==> src/rtl/scfl_ram.sv <==
// generic single-port-write ram with registered read
module scfl_ram #(
	parameter int unsigned WIDTH = 8,
	parameter int unsigned DEPTH = 32
) (
	input logic clk,
	input logic we,
	input logic [$clog2(DEPTH)-1:0] waddr,
	input logic [WIDTH-1:0] wdata,
	input logic [$clog2(DEPTH)-1:0] raddr,
	output logic [WIDTH-1:0] rdata
);
	logic [WIDTH-1:0] mem [DEPTH];

	// write port and registered read port
	always_ff @(posedge clk) begin
		if (we) begin
			mem[waddr] <= wdata;
		end
		rdata <= mem[raddr];
	end
endmodule

==> config.mk <==
export PLATFORM = sky130hd
export DESIGN_NAME = scfl_ram
export DESIGN_NICKNAME = d
export VERILOG_FILES = /design/src/rtl/scfl_ram.sv
export SDC_FILE = /design/constraint.sdc
export NUM_CORES = 1
export LEC_CHECK = 0
export BUFFER_PORTS_ARGS = -buffer_cell sky130_fd_sc_hd__buf_4
export CAP_MARGIN = 40
export CORE_UTILIZATION = 55
export CTS_CLUSTER_DIAMETER = 60
export DETAILED_ROUTE_END_ITERATION = 6
export HOLD_SLACK_MARGIN = 0.15
export PLACE_DENSITY = 0.72
export SYNTH_ARGS = -nofsm -noshare
export SYNTH_HDL_FRONTEND = slang
export SYNTH_SLANG_ARGS = --single-unit
==> constraint.sdc <==
create_clock -name clk -period 4.2 [get_ports clk]
set_input_delay 1.05 -clock clk [delete_from_list [all_inputs] [get_ports clk]]
set_output_delay 1.05 -clock clk [all_outputs]
set_load 0.01 [all_outputs]
* After elaboration in Yosys (flattened, before gate mapping)
Memories as Yosys holds them, arrays and structs flattened. A register that Yosys moved wholly into a read port is not among the register bits. Index checks and enable logic that the tools add are counted.
Storage, ports and cells: register bits 0, bits in latches 0, RAM bits 256, bits in read-only memories 0, bits of input ports 20, output and inout bits 8, logic and storage cells 3, memories 1
Memories:
- mem | words 32, bits a word 8, rd ports 1, clocked after memory_dff 1, write ports 1, RTL line 13 | logic [WIDTH-1:0] mem [DEPTH];
Cells by class: $add $sub $neg 0, multiply operators 0, div/mod/pow operators 0, magnitude comparators 0, equal/unequal tests 0, shift operators 0, muxes and demuxes 2, bitwise operators 0, reduce and logical (&&, ||, !) cells 0
Operator list (number):
- $mux W1 | 2

* Logic depth before layout (Yosys ltp)
depth after elaboration 2, depth in mapped cells 5, depth with buffers taken out 3

* Least setup slack after synthesis
Ideal clock, no wire load.
path kind input-to-reg, start input port raddr[2], end register rdata[0] (read register of mem), setup time 0.121 ns, arrival 2.732 ns, data required time 4.079 ns, setup slack 1.348 ns, stages 5, buffers on the path 2, cells stage by stage clkbuf_1 clkbuf_1 mux4_2 mux4_2 mux2_2
RTL lines:
- start: declaration | RTL line 10 | input logic [$clog2(DEPTH)-1:0] raddr,
- end: declaration | RTL line 11 | output logic [WIDTH-1:0] rdata

==> metrics.cfg <==
[global_routing]
grt_start_max_net_pins=39
met1_usage_pct=34.7
overflow=0
grt_usage_pct=23.1
met2_usage_pct=35.6
grt_antenna_before_repair=0
grtUsageMet3_pct=3.94
busiest_layer=met2
grt_pass1_wl_mm=30.0
grt_pass1_vias=4632

[clock_tree]
cts_tree=done
htreeDepth=1
cts_resized=0
clock_insertion_delay_worst_skew_ns=0.52
postCtsSetupRepairBufs=0
hold_buffers=0
numCtsBuffers=25
cts-root-buf=clkbuf_16
clock_path_buffers=3
clock-sinks=264
cts.clk_slew.worst_paths_ns=0.06

[setup_path]
path_cells=buf_4, buf_4, mux4_2, mux4_2, mux2_2
crit_slowest_cell=mux4_2
required_ns=4.61
crit_path_end_kind=register
path_buf_inv=2
worstPathArrival_ns=3.06
cp.depth=5
worstRegToRegCells=3
cpPeakStageDelay_ns=0.56
cp_max_fo=16
critPathTopFamily=multiplexers
path_class=input port to register
start_kind=input port

[pwr]
pwr-share-seq_pct=53.0
p_int_w=0.00445
p_leak_nw=3.57
combPwrFrac_pct=5.2
switching_share_pct=19.8
power.share.clock_pct=41.8
powerDensity_nw_per_um2=488
ir_drop_mv=0.375
p_sw_w=0.00110

[yosys]
synth_nets=437
ys_seq_area_share_pct=78.1
synth.area.top_cells=edfxtp_1 (76%), mux4_2 (18%), dfxtp_1 (1.6%)
yosysTopAreaCell=edfxtp_1
ys_ff_latch=264
synth_top_area_share_pct=76.5
syn-cell-area_um2=10100
avgSynthCellArea_um2=24.1
syn_inst=417
yosys_warnings=0
netlist-cell-type-count=15

[min_path]
hold_class=input port to register
whs_path_depth=2

[status]
status=completed

[sta]
rsz0062_at_grt=no
skew_ns=0.0106
hold_viol_final=0
post-route-period-util_pct=63.1
fmax_mhz=378
fin_ws_ns=1.55
max_slew_margin_pct=40.6
holdWs_ns=0.887
max_slew.worst_pin.slew_ns=0.888
finalCriticalPeriod_ns=2.65
final-setup-viol-count=0
finalSetupTns_ns=0
final-max-slew-violation-count=0

[final_layout]
drive_gt1_share_pct=34.5
nets=480
diodes=0
syn_to_final_growth_pct=13.0

[detailed_routing]
wl_per_cell_um=28.8
viasPerCell=6.35
vias=4487
wl_mm=20.4
drt_iter0_drc=467
drt_pass1_iterations=5
antenna_left=0
drc=0

[floorplanning]
die_h_um=137
initial_core_util_pct=56.0
fp-row-count=49
die_x_um=137
dieArea_um2=18800
coreArea_um2=18000
ios=28

[placement]
routabilityCongestion=0.757
port-buffer-count=27
dpl.hpwl_mm=12.4
dpl_worst_slack_ns=0.970

[flow_run]
maxCapViolations=0

[path summary, 6_finish.rpt]
check | to | startpoint | slack, ns
worst max-delay path | rdata[2] | raddr[0] | 1.55
worst min register to register | rdata[0] | mem[4][0] | 0.92
worst min-delay path | rdata[0] | raddr[3] | 0.89
worst max register to register | rdata[2] | mem[29][2] | 2.35
[registers in the layout (all words and copies together) (netlist names)]
register	cells
rdata	8
mem	256
[power by group through the flow]
stage	Sequential, W	Clock [W]	Combinational [W]
final	0.00294	0.00232	0.000286
after CTS	0.00294	0.00234	0.000291
after global routing	0.00294	0.00244	0.000306
after detailed placement	0.00300	0	0.000288
after floorplan	0.00300	0	0.000156
after global placement	0.00299	0	0.000281
[per-layer routing]
metal	up-vias	share of wire, %
met1	2383	43
met3	28	7.1
met2	211	49
met5	-	0
met4	0	1.8
li1	1865	-
[cell usage in the layout (no fill, tap or decap)]
master	count
edfxtp_1	256
nor2_1	33
clkbuf_8	3
clkinv_1	2
nand3b_1	5
buf_4	35
clkbuf_1	5
inv_6	1
clkbuf_16	25
bufinv_16	4
dfxtp_1	8
mux4_2	80
or3_1	1
clkinv_2	5
nand2_1	1
nand3_1	2
or3b_2	3
mux2_2	8
buf_12	1
[area by class of cell]
| type | instances | area (um2) |
|---|---|---|
| flip-flops and latches | 264 | 7850 |
| fillers | 1183 | 6600 |
| multi-input cells | 133 | 2100 |
| clock buffers | 33 | 686 |
| well taps | 229 | 287 |
| repair buffers | 36 | 283 |
| clock inverters | 12 | 161 |
[cells in the mapped netlist]
cell and count:
edfxtp_1 256, mux4_2 80, nor2_1 33, dfxtp_1 8
mux2_2 8, buf_1 6, buf_4 6, clkbuf_1 6
nand3b_1 5, or3b_2 3, nand3_1 2, buf_2 1
buf_6 1, nand2_1 1, or3_1 1
[cell families (layout without fill, tap and decap cells)]
kind of cell,Yosys count,in the layout,synth area share [%]
buf+inv,20,81,1.06
mux,88,88,18.8
simple gates,45,45,2.07
flops,264,264,78.1
[per-stage QoR]
stage | util, % | area (um2) | instances | total power (W)
final | 63.3 | 11400 | 707 | 0.00555
after global routing | 63.3 | 11400 | 707 | 0.00569
after CTS | 63.3 | 11400 | 707 | 0.00558
after detailed placement | 58.5 | 10500 | 662 | 0.00329
after global placement | 58.4 | 10500 | 658 | 0.00328
after floorplan | - | 10100 | 417 | 0.00315
[worst reg2reg max path: stages (launching register included)]
cell	delay [ns]
edfxtp_1	0.37
mux4_2	0.54
mux4_2	0.55
mux2_2	0.29
Note: power is estimated with default switching activity, not from simulation.
